$ cat src/sv/u8d_pkg.sv
// Shared types, status codes and helpers for the UTF-8 stream decoder.
package u8d_pkg;

  localparam int CpW     = 21;
  localparam int StatusW = 2;

  localparam logic [StatusW-1:0] StOk        = 2'd0;
  localparam logic [StatusW-1:0] StBadCont   = 2'd1;
  localparam logic [StatusW-1:0] StTruncated = 2'd2;

  localparam logic [7:0] ByteAsciiLimit = 8'h80;
  localparam logic [7:0] ByteLead4      = 8'hf0;
  localparam logic [7:0] ByteLead3      = 8'he0;
  localparam logic [7:0] MaskCont       = 8'h3f;
  localparam logic [7:0] MaskLead4      = 8'h07;
  localparam logic [7:0] MaskLead3      = 8'h0f;
  localparam logic [7:0] MaskLead2      = 8'h1f;

  typedef struct packed {
    logic [CpW-1:0] acc;
    logic [1:0]     pend;
    logic           bad;
  } u8d_state_t;

  typedef struct packed {
    logic               valid;
    logic [CpW-1:0]     code_point;
    logic [StatusW-1:0] status;
    logic               end_of_string;
  } u8d_result_t;

  // Shift the gathered payload left by six bits per missing byte.
  function automatic logic [CpW-1:0] zero_pad(input logic [CpW-1:0] acc,
                                              input logic [1:0] pend);
    logic [CpW-1:0] r;
    r = acc;
    case (pend)
      2'd1:    r = {acc[CpW-7:0], 6'b0};
      2'd2:    r = {acc[CpW-13:0], 12'b0};
      2'd3:    r = {acc[CpW-19:0], 18'b0};
      default: r = acc;
    endcase
    return r;
  endfunction

endpackage

$ cat src/sv/u8d_step.sv
// Per-byte decode: next sequence state and the optional result.
module u8d_step
  import u8d_pkg::*;
(
  input  u8d_state_t  cur,
  input  logic [7:0]  data_byte,
  input  logic        last,
  output u8d_state_t  nxt,
  output u8d_result_t res
);

  u8d_state_t lead_st;
  u8d_state_t cont_st;

  always_comb begin
    lead_st.bad = 1'b0;
    if (data_byte >= ByteLead4) begin
      lead_st.acc  = CpW'(data_byte & MaskLead4);
      lead_st.pend = 2'd3;
    end else if (data_byte >= ByteLead3) begin
      lead_st.acc  = CpW'(data_byte & MaskLead3);
      lead_st.pend = 2'd2;
    end else begin
      lead_st.acc  = CpW'(data_byte & MaskLead2);
      lead_st.pend = 2'd1;
    end

    cont_st.acc  = {cur.acc[CpW-7:0], 6'(data_byte & MaskCont)};
    cont_st.bad  = cur.bad | (data_byte < ByteAsciiLimit);
    cont_st.pend = cur.pend - 2'd1;
  end

  always_comb begin
    nxt                 = '0;
    res.valid           = 1'b0;
    res.code_point      = '0;
    res.status          = StOk;
    res.end_of_string   = 1'b0;

    if (cur.pend == 2'd0) begin
      if (data_byte == 8'd0) begin
        res.valid         = 1'b1;
        res.end_of_string = 1'b1;
      end else if (data_byte < ByteAsciiLimit) begin
        res.valid         = 1'b1;
        res.code_point    = CpW'(data_byte);
        res.end_of_string = last;
      end else if (last) begin
        res.valid         = 1'b1;
        res.code_point    = zero_pad(lead_st.acc, lead_st.pend);
        res.status        = StTruncated;
        res.end_of_string = 1'b1;
      end else begin
        nxt = lead_st;
      end
    end else if (data_byte == 8'd0) begin
      // NUL inside a sequence closes the string
      res.valid         = 1'b1;
      res.code_point    = zero_pad(cur.acc, cur.pend);
      res.status        = StTruncated;
      res.end_of_string = 1'b1;
    end else if (cont_st.pend == 2'd0) begin
      res.valid         = 1'b1;
      res.code_point    = cont_st.acc;
      res.status        = cont_st.bad ? StBadCont : StOk;
      res.end_of_string = last;
    end else if (last) begin
      res.valid         = 1'b1;
      res.code_point    = zero_pad(cont_st.acc, cont_st.pend);
      res.status        = StTruncated;
      res.end_of_string = 1'b1;
    end else begin
      nxt = cont_st;
    end
  end

endmodule

$ cat src/sv/utf8_stream_decoder.sv
// An input byte is registered, and its result is registered again before the master side sees it.
// Throughput: one byte per cycle; the byte register and the result register
// form a two-stage pipeline that advances whenever the result stage is free.
// Reset (rst, synchronous): clears sequence state and both valid flags.
// Bytes that open or continue a sequence produce no result transaction.
module utf8_stream_decoder
  import u8d_pkg::*;
(
  input  logic               clk,
  input  logic               rst,
  input  logic               s_axis_tvalid,
  output logic               s_axis_tready,
  input  logic [7:0]         s_axis_tdata,   // [7:0] data_byte
  input  logic               s_axis_tlast,   // last
  output logic               m_axis_tvalid,
  input  logic               m_axis_tready,
  output logic [23:0]        m_axis_tdata,   // [20:0] code_point, [23:21] zero
  output logic [StatusW-1:0] m_axis_tuser,   // [1:0] status
  output logic               m_axis_tlast    // end_of_string
);

  logic        in_valid;
  logic [7:0]  in_byte;
  logic        in_last;

  u8d_state_t  st;
  u8d_state_t  st_next;
  u8d_result_t res;

  logic               out_valid;
  logic [CpW-1:0]     out_cp;
  logic [StatusW-1:0] out_status;
  logic               out_eos;

  logic advance;
  logic fire;

  assign advance       = !out_valid || m_axis_tready;
  assign fire          = in_valid && advance;
  assign s_axis_tready = !in_valid || advance;

  u8d_step u_step (
    .cur       (st),
    .data_byte (in_byte),
    .last      (in_last),
    .nxt       (st_next),
    .res       (res)
  );

  always_ff @(posedge clk) begin
    if (rst) begin
      in_valid  <= 1'b0;
      out_valid <= 1'b0;
      st        <= '0;
    end else begin
      if (s_axis_tready) begin
        in_valid <= s_axis_tvalid;
      end
      if (fire) begin
        st <= st_next;
      end
      if (advance) begin
        out_valid <= fire && res.valid;
      end
    end
    if (s_axis_tvalid && s_axis_tready) begin
      in_byte <= s_axis_tdata;
      in_last <= s_axis_tlast;
    end
    if (fire && res.valid) begin
      out_cp     <= res.code_point;
      out_status <= res.status;
      out_eos    <= res.end_of_string;
    end
  end

  assign m_axis_tvalid = out_valid;
  assign m_axis_tdata  = {3'b000, out_cp};
  assign m_axis_tuser  = out_status;
  assign m_axis_tlast  = out_eos;

  // Idle decoder holds no stale payload or error flag.
  a_idle_clean: assert property (@(posedge clk) disable iff (rst)
    st.pend == 2'd0 |-> (st.acc == '0 && !st.bad))
    else $error("sequence state not cleared while idle");

  // A result that closes the string leaves the decoder idle.
  a_eos_clears: assert property (@(posedge clk) disable iff (rst)
    fire && res.valid && res.end_of_string |=> st == '0)
    else $error("state not cleared after end of string");

  // Truncation only ever happens at the end of a string.
  a_trunc_eos: assert property (@(posedge clk) disable iff (rst)
    m_axis_tvalid && m_axis_tuser == StTruncated |-> m_axis_tlast)
    else $error("truncated result without end of string");

  // Status code 3 is never produced.
  a_status_range: assert property (@(posedge clk) disable iff (rst)
    m_axis_tvalid |-> (m_axis_tuser == StOk || m_axis_tuser == StBadCont
                       || m_axis_tuser == StTruncated))
    else $error("invalid status code");

endmodule
$ cat config.mk
export PLATFORM = sky130hd
export DESIGN_NAME = utf8_stream_decoder
export DESIGN_NICKNAME = d
export VERILOG_FILES = /design/src/sv/u8d_pkg.sv /design/src/sv/u8d_step.sv /design/src/sv/utf8_stream_decoder.sv
export SDC_FILE = /design/constraint.sdc
export NUM_CORES = 1
export LEC_CHECK = 0
export BUFFER_PORTS_ARGS = -buffer_cell sky130_fd_sc_hd__buf_2
export CAP_MARGIN = 20
export CORE_UTILIZATION = 50
export DETAILED_ROUTE_END_ITERATION = 8
export PLACE_DENSITY = 0.75
export SETUP_SLACK_MARGIN = 0.05
export SYNTH_ARGS = -nofsm -noshare
export SYNTH_HDL_FRONTEND = slang
export SYNTH_SLANG_ARGS = --single-unit
$ cat constraint.sdc
create_clock -name clk -period 2.8 [get_ports clk]
set_input_delay 0.56 -clock clk [delete_from_list [all_inputs] [get_ports clk]]
set_output_delay 0.56 -clock clk [all_outputs]
set_load 0.005 [all_outputs]
==> results.md, run 1 <==
* Capturing point of the worst reg2reg path: st[7]$_SDFFE_PP0P_
* Port bufs at 38
* Clock power share at 0.285
* Worst-Margin Slew at around 630 ps
* Remaining Overflow, GRT at 0
* Reg2reg start: st[1]$_SDFFE_PP0P_
* Standard-cell rows at 25
* Worst Setup SP: st[1]$_SDFFE_PP0P_
* First-pass GRT wire length at between 9000 and 10000 um
* H-tree Lvls at 2
* Hold Crit Class: primary input to flop
* Post-route ant nets at 0
* Die Ht at between 70 and 80 um
* CP startpoint kind: flop
* Post-synth cell types at 53
* Endpoints failing hold at 0
* Vias per cell at 6.12
* Leakage Power at between 1 and 1.5 nW
* CTS Sinks at 53
* Synth warnings at 0
* All-Layer GR Usage at 0.224
* Synthesized cell area at 2620 sq um
* Core footprint at between 4000 and 5000 sq um
* Gr busiest metal: met2
* Setup bufs post-CTS at 0
* Initial core utilization at 0.537
* CTS root buf: clkbuf_8
* Part of the power in combinational logic at 0.097
* CTS clk-pin slew, worst paths at roughly 100 ps
* Cell area after layout at about 3000 sq um
* M3 GR Usage at 0.0352
* Antenna violations before repair at 0
* Post-Place Cells at 327
* Average size of a mapped cell at around 11 sq um
* Post-CTS resize count at 0
* RSZ-0062 raised after global routing: false
* Inserted Clock Buffers at 5
* DP Area at 2860 sq um
* Peak supply drop at 304 uV
* Via Count at 2049
* IO Count at 42
* Worst Hold Path Cells at 1
* Tcrit/Tclk final at 0.817
* Clk_skew at between 15 and 20 ps
* Sequential share of the synthesized area at 0.531
* Clk Latency, worst-skew pair at approximately 310 ps
* Synth Flop Type: edfxtp_1
* Vias in the first global route at about 1800
* Layout area overhead at 12.0%
* DP HPWL at about 4100 um
* Number of enable flip-flop cells after synthesis at 33
* Diodes inserted at 0
* Wire per inst at 17.2 um
* Finished Layout Cells at 335
* Sw Share at 0.242
* Met2 usage at 0.357
* 1st-iter DRT viols at 280
* P_sw at 0.348 mW
* Worst EP required at ~3000 ps
* Final setup violation count at 0
* Minimum clock period at ~2300 ps
* Final net count at 287
* Max cap viols at 0
* Synth Register Bits at 53
* Setup_tns at 0 ps
* CTS tree: built
* Pwr Density at ~490 nW/um^2
* Die area at 5540 sq um
* Flop2flop setup slack at between 500 and 600 ps
* Largest net degree at the start of global routing at 24
* First-pass iteration count of the detailed router at 8
* Routing usage on met1 at 0.313
* Max frequency at approximately 440 MHz
* Hold_ws at 416 ps
* CP Capture Type: flop
* # hold bufs at CTS at 0
* Final GP Congestion at between 0.9 and 1
* Ys async rst share at 0
* Critical path type: flop to flop
* Sequential share of power at 0.618
* CTS Buffer Depth at 2
* Crit-path max FO at 16
* Die X at between 70 and 80 um
* Detailed Route WL at about 5800 um
* Design internal power at between 1 and 1.5 mW
* DRC violations left at 0
* Status: completed
* Max Slew Vio Count at 0
* Layout cells sized above 1 at 0.254
* Final core occ at 0.602
* R2R cell count at 6
* Mapped Cells at about 230
* Arrival @ worst endpoint at about 2500 ps
* Slew HR at 0.575
* CP Capture Point: st[7]$_SDFFE_PP0P_
-- cells by family after synthesis --
group | Yosys count | synth area share
AOI/OAI and AO/OA | 75 | 0.228
and+or+nand+nor | 67 | 0.147
DFF | 53 | 0.531
muxes | 2 | 0.00763
buffers and inverters | 26 | 0.0520
other | 1 | 0.00143
adders and majority gates | 7 | 0.0334
-- metrics by stage --
step | setup WS (ps) | power (mW)
2_1_floorplan | 409 | 0.991
3_3_place_gp | 613 | 1.05
3_5_place_dp | 574 | 1.05
4_1_cts | 568 | 1.44
5_1_grt | 306 | 1.49
6_report | 512 | 1.44
-- worst min path at each step --
stage / startpoint / endpoint
floorplan: st[13]$_SDFFE_PP0P_ / st[13]$_SDFFE_PP0P_
global placement: st[13]$_SDFFE_PP0P_ / st[13]$_SDFFE_PP0P_
detailed placement: st[13]$_SDFFE_PP0P_ / st[13]$_SDFFE_PP0P_
CTS: s_axis_tdata[4] / in_byte[4]$_DFFE_PP_
global route: s_axis_tdata[7] / in_byte[7]$_DFFE_PP_
finish: s_axis_tdata[4] / in_byte[4]$_DFFE_PP_
-- layer usage --
metal / wire length [um] / up-vias
met4: 74 / 0
li1: - / 961
met2: 2600 / 133
met3: 482 / 12
met1: 2590 / 943
met5: 0 / -
-- registers in the layout, summed over array words and instances (netlist names) --
| register | count |
|---|---|
| m_axis_tuser | 2 |
| st | 18 |
| out_cp | 21 |
| m_axis_tlast | 1 |
| in_valid | 1 |
| in_byte | 8 |
| m_axis_tvalid | 1 |
| in_last | 1 |
-- Yosys cell counts, types with 6 or more instances --
library cell | n | area share
a21oi_1 | 12 | 0.023
dfxtp_1 | 20 | 0.15
nand2_1 | 18 | 0.026
a22o_1 | 8 | 0.027
clkbuf_1 | 7 | 0.010
nor2_1 | 12 | 0.017
edfxtp_1 | 33 | 0.38
a222oi_1 | 6 | 0.023
inv_1 | 10 | 0.014
ha_1 | 7 | 0.033
nor3_1 | 6 | 0.011
-- worst max-delay path: stages, from the launching register on --
cell     delay (ps)
dfxtp_1         360
inv_1           160
ha_1            580
inv_1           250
o21ai_0         490
a31oi_1          80
a32o_1          270
-- area by class of cell --
type / count / area, sq um
repair buffers: 42 / 233
inverters: 11 / 41.3
fillers: 428 / 1940
clock buffers: 7 / 76.3
multi-input cells: 154 / 1110
clock inverters: 1 / 5.00
flip-flops and latches: 53 / 1390
well taps: 67 / 83.8
-- power by group through the flow --
| stage | clock network, mW | registers (mW) | logic, mW |
|---|---|---|---|
| global route | 0.444 | 0.895 | 0.154 |
| detailed placement | 0 | 0.908 | 0.138 |
| CTS | 0.416 | 0.890 | 0.139 |
| floorplan | 0 | 0.901 | 0.0901 |
| global placement | 0 | 0.908 | 0.138 |
| finish | 0.410 | 0.891 | 0.140 |
-- cell usage in the layout (no fill, tap or decap), types with 2 or more instances in the layout --
master    Yosys  final
inv_1        10     10
nor4_4        3      3
nand3_1       4      4
dfxtp_1      20     20
a21oi_2       2      3
a22o_2        5      5
nand2b_1      4      4
a21oi_1      12     11
a211oi_1      3      3
and2_1        4      4
a32o_1        4      4
a21o_1        4      4
a22o_1        8      8
o21ai_0       5      5
nor2b_1       2      2
buf_2         1     38
buf_4         4      3
edfxtp_1     33     33
nand2_1      18     18
clkbuf_8      0      5
clkbuf_1      7      2
ha_1          7      7
nand4_1       2      2
nor3_1        6      6
o22ai_1       5      5
a32oi_1       2      2
a31oi_1       3      3
nor2_1       12     12
a221o_1       5      5
or3_1         2      2
nand2_2       2      2
nand4b_1      2      2
mux2i_1       2      2
conb_1        1      3
a222oi_1      6      6
Power figures use the tool's default switching activity.
==> run 2, diff against run 1 <==
- ABC_AREA: unset -> 1
- PLACE_DENSITY: 0.75 -> 0.71
- clock period: 2.8 -> 2.25 ns (I/O delays scaled with it)
==> run 2 against run 1 <==
Hold slack got worse by 120 ps; combinational power increased by 69%; sequential power increased by 23%; fmax increased by 13%; register-to-register slack got worse by 290 ps; non-clock buffer count increased by 7; clock skew decreased by 2.6 ps; core utilization decreased by 3.1 points; critical path type unchanged.
==> results.md, run 2 <==
* Compound-Gate Fraction of Synth Area at 0.0984 (-0.129)
* Synth top cells by count: nand2_1, nand3_1, edfxtp_1
* Die X at 81.3 um (+9.2%)
* First-pass iteration count of the detailed router at 6 (-2)
* Arrival @ worst endpoint at 2050 ps (-450 ps)
* Detailed Route WL at 8030 um (+40%)
* Peak supply drop at 329 uV (+8.2%)
* Largest registers: out_cp: 21 flops, st: 18 flops, in_byte: 8 flops
* Die area at 6600 sq um (+19%)
* Diodes inserted at 0 (unchanged)
* CP startpoint kind: flop
* Commonest non-fill, non-tap cell in the layout: nand2_1
* Most area-hungry cell type in the Yosys netlist: edfxtp_1
* Vias in the first global route at 2598 (+48%)
* Status: completed
* Sequential share of the synthesized area at 0.443 (-0.0877)
* Fillers at 543 (+27%)
* Port bufs at 38 (unchanged)
* XOR/XNOR Fraction of Synth Area at 0 (unchanged)
* IO Count at 42 (unchanged)
* CP Capture Type: flop
* Final GP Congestion at 1.01 (+3.0%)
* Final Power at 1.90 mW (+32%)
* DRC violations left at 0 (unchanged)
* Inserted Clock Buffers at 5 (unchanged)
* Hold_ws at 297 ps (-119 ps)
* Minimum clock period at 2030 ps (-256 ps)
* Post-route ant nets at 0 (unchanged)
* Synthesized cell area at 3140 sq um (+20%)
* Wire per inst at 16.3 um (-5.3%)
* Vias per cell at 5.76 (-5.9%)
* Pwr Density at 556 nW/um^2 (+13%)
* RSZ-0062 raised after global routing: false
* Worst EP required at 2270 ps (-740 ps)
* Synth Register Bits at 53 (unchanged)
* DP HPWL at 5920 um (+43%)
* Standard-cell rows at 28 (+12%)
* Tcrit/Tclk final at 0.903 (+0.0857)
* Finished Layout Cells at 494 (+47%)
* Clk Latency, worst-skew pair at 320 ps (about the same)
* Layout area overhead at 8.84%
* Mux share of post-synthesis cell area at 0 (-0.00763)
* Final core occ at 0.571 (-0.0310)
* Max Slew Vio Count at 0 (unchanged)
* All-Layer GR Usage at 0.263 (+0.0386)
* Setup_tns at 0 ps (unchanged)
* DP Area at 3330 sq um (+16%)
* Max cap viols at 0 (unchanged)
* Largest net degree at the start of global routing at 29 (+21%)
* Endpoints failing hold at 0 (unchanged)
* Final net count at 438 (+53%)
* Top-count cell post-synth: nand2_1
* R2R cell count at 9 (+3)
* First-pass GRT wire length at 12800 um (+41%)
* Critical path type: flop to flop
* Antenna violations before repair at 0 (unchanged)
* Hold Crit Class: primary input to flop
* CTS Sinks at 53 (unchanged)
* CTS tree: built
* Post-CTS resize count at 0 (unchanged)
* Final WS setup at 219 ps (-294 ps)
* CTS root buf: clkbuf_8
* Final setup violation count at 0 (unchanged)
* Crit-path max FO at 24 (+8)
* Multi-input gate area at 1410 sq um (+28%)
* Setup bufs post-CTS at 0 (unchanged)
* Flop2flop setup slack at 220 ps (-290 ps)
* Main combinational cell family by area after synthesis: simple AND/OR/NAND/NOR gates
* Via Count at 2843 (+39%)
* Adder-Cell Fraction of Synth Area at 0.0279 (-0.00552)
* 1st-iter DRT viols at 400 (+43%)
* Synth warnings at 0 (unchanged)
* Die Ht at 81.3 um (+9.2%)
* Synth Flop Type: edfxtp_1
* Number of enable flip-flop cells after synthesis at 33 (unchanged)
* Top-area cell type share of the netlist area at 0.315 (-0.0625)
* Area contributors post-synth: edfxtp_1, dfxtp_1, nand2_1, nand3_1, a21oi_1
* CP Capture Point: out_cp[16]$_DFFE_PP_
* Seq. cell area at 1390 sq um (unchanged)
* Remaining Overflow, GRT at 0 (unchanged)
* CTS clk-pin slew, worst paths at 100 ps (about the same)
* Initial core utilization at 0.524 (-0.0130)
* Core footprint at 5990 sq um (+23%)
* Worst Hold Path Cells at 1 (unchanged)
* Capturing point of the worst reg2reg path: out_cp[16]$_DFFE_PP_
* Average size of a mapped cell at 8.06 sq um (-29%)
* Clk_skew at 15.3 ps (-2.60 ps)
* CTS Buffer Depth at 2 (unchanged)
* Post-Place Cells at 486 (+49%)
* Ys async rst share at 0 (unchanged)
* Reg2reg start: st[1]$_SDFFE_PP0P_
* Cell area after layout at 3420 sq um (+16%)
* Max reg flops at 21 (unchanged)
* Simple-gate share of the synthesized area at 0.320 (+0.173)
* Most frequent cells in the layout: nand2_1, nand3_1, buf_2, edfxtp_1, inv_1
* Post-synth cell types at 36 (-32%)
* Max frequency at 492 MHz (+13%)
* # hold bufs at CTS at 0 (unchanged)
* Worst Setup SP: st[1]$_SDFFE_PP0P_
* Leakage Power at 1.42 nW (+34%)
* Mapped Cells at 390 (+69%)
* H-tree Lvls at 2 (unchanged)
* Most flops, register: out_cp
* Layout cells sized above 1 at 0.208 (-0.0461)
* Dpl ws at 246 ps (-328 ps)
==> run 2: cell count changes in the layout (fill, tap and decap cells not counted), sizes merged, moves of 10 or more <==
cell,delta
inv,+25
nand2,+91
o21ai,+10
nand4,+15
nor2,+10
a21oi,+13
nand3,+43
a22o,-13
==> run 2: final cells by class <==
cell class | count | share of cell area
repair buffers | 49 | 0.0834
inverters | 37 | 0.0413
clock buffers | 7 | 0.0252
clock inverters | 1 | 0.00220
flip-flops and latches | 53 | 0.407
multi-input cells | 272 | 0.413
well taps | 75 | 0.0274
==> run 2: cells by family after synthesis <==
kind of cell | Yosys count
AOI/OAI and AO/OA | 52
adders and majority gates | 7
buffers and inverters | 67
DFF | 53
other | 1
and+or+nand+nor | 210
==> run 2: critical path, stage by stage, from the launching register on <==
cell	delay [ps]
dfxtp_1	380
inv_1	140
ha_1	370
nor2_1	110
inv_1	180
nand2_1	100
nand3_2	90
nand2_2	70
inv_1	120
buf_12	180
==> run 2: how the worst min path moves through the flow <==
| stage | start | end |
|---|---|---|
| 2_1_floorplan | st[0]$_SDFFE_PP0P_ | st[0]$_SDFFE_PP0P_ |
| 3_3_place_gp | st[0]$_SDFFE_PP0P_ | st[0]$_SDFFE_PP0P_ |
| 3_5_place_dp | st[0]$_SDFFE_PP0P_ | st[0]$_SDFFE_PP0P_ |
| 4_1_cts | s_axis_tdata[3] | in_byte[3]$_DFFE_PP_ |
| 5_1_grt | s_axis_tdata[3] | in_byte[3]$_DFFE_PP_ |
| 6_report | s_axis_tdata[3] | in_byte[3]$_DFFE_PP_ |
==> run 2: power by group <==
group	switching [mW]	internal, mW
Clock	0.314	0.251
Combinational	0.157	0.0787
Sequential	0.0287	1.07
Total	0.500	1.40
==> run 2: metal layers <==
layer / track usage / up-vias / wire length (um)
met5: 0 / - / 0
met4: 0.100 / 0 / 228
met3: 0.0539 / 28 / 790
met2: 0.414 / 182 / 3600
met1: 0.352 / 1277 / 3410
li1: - / 1356 / -
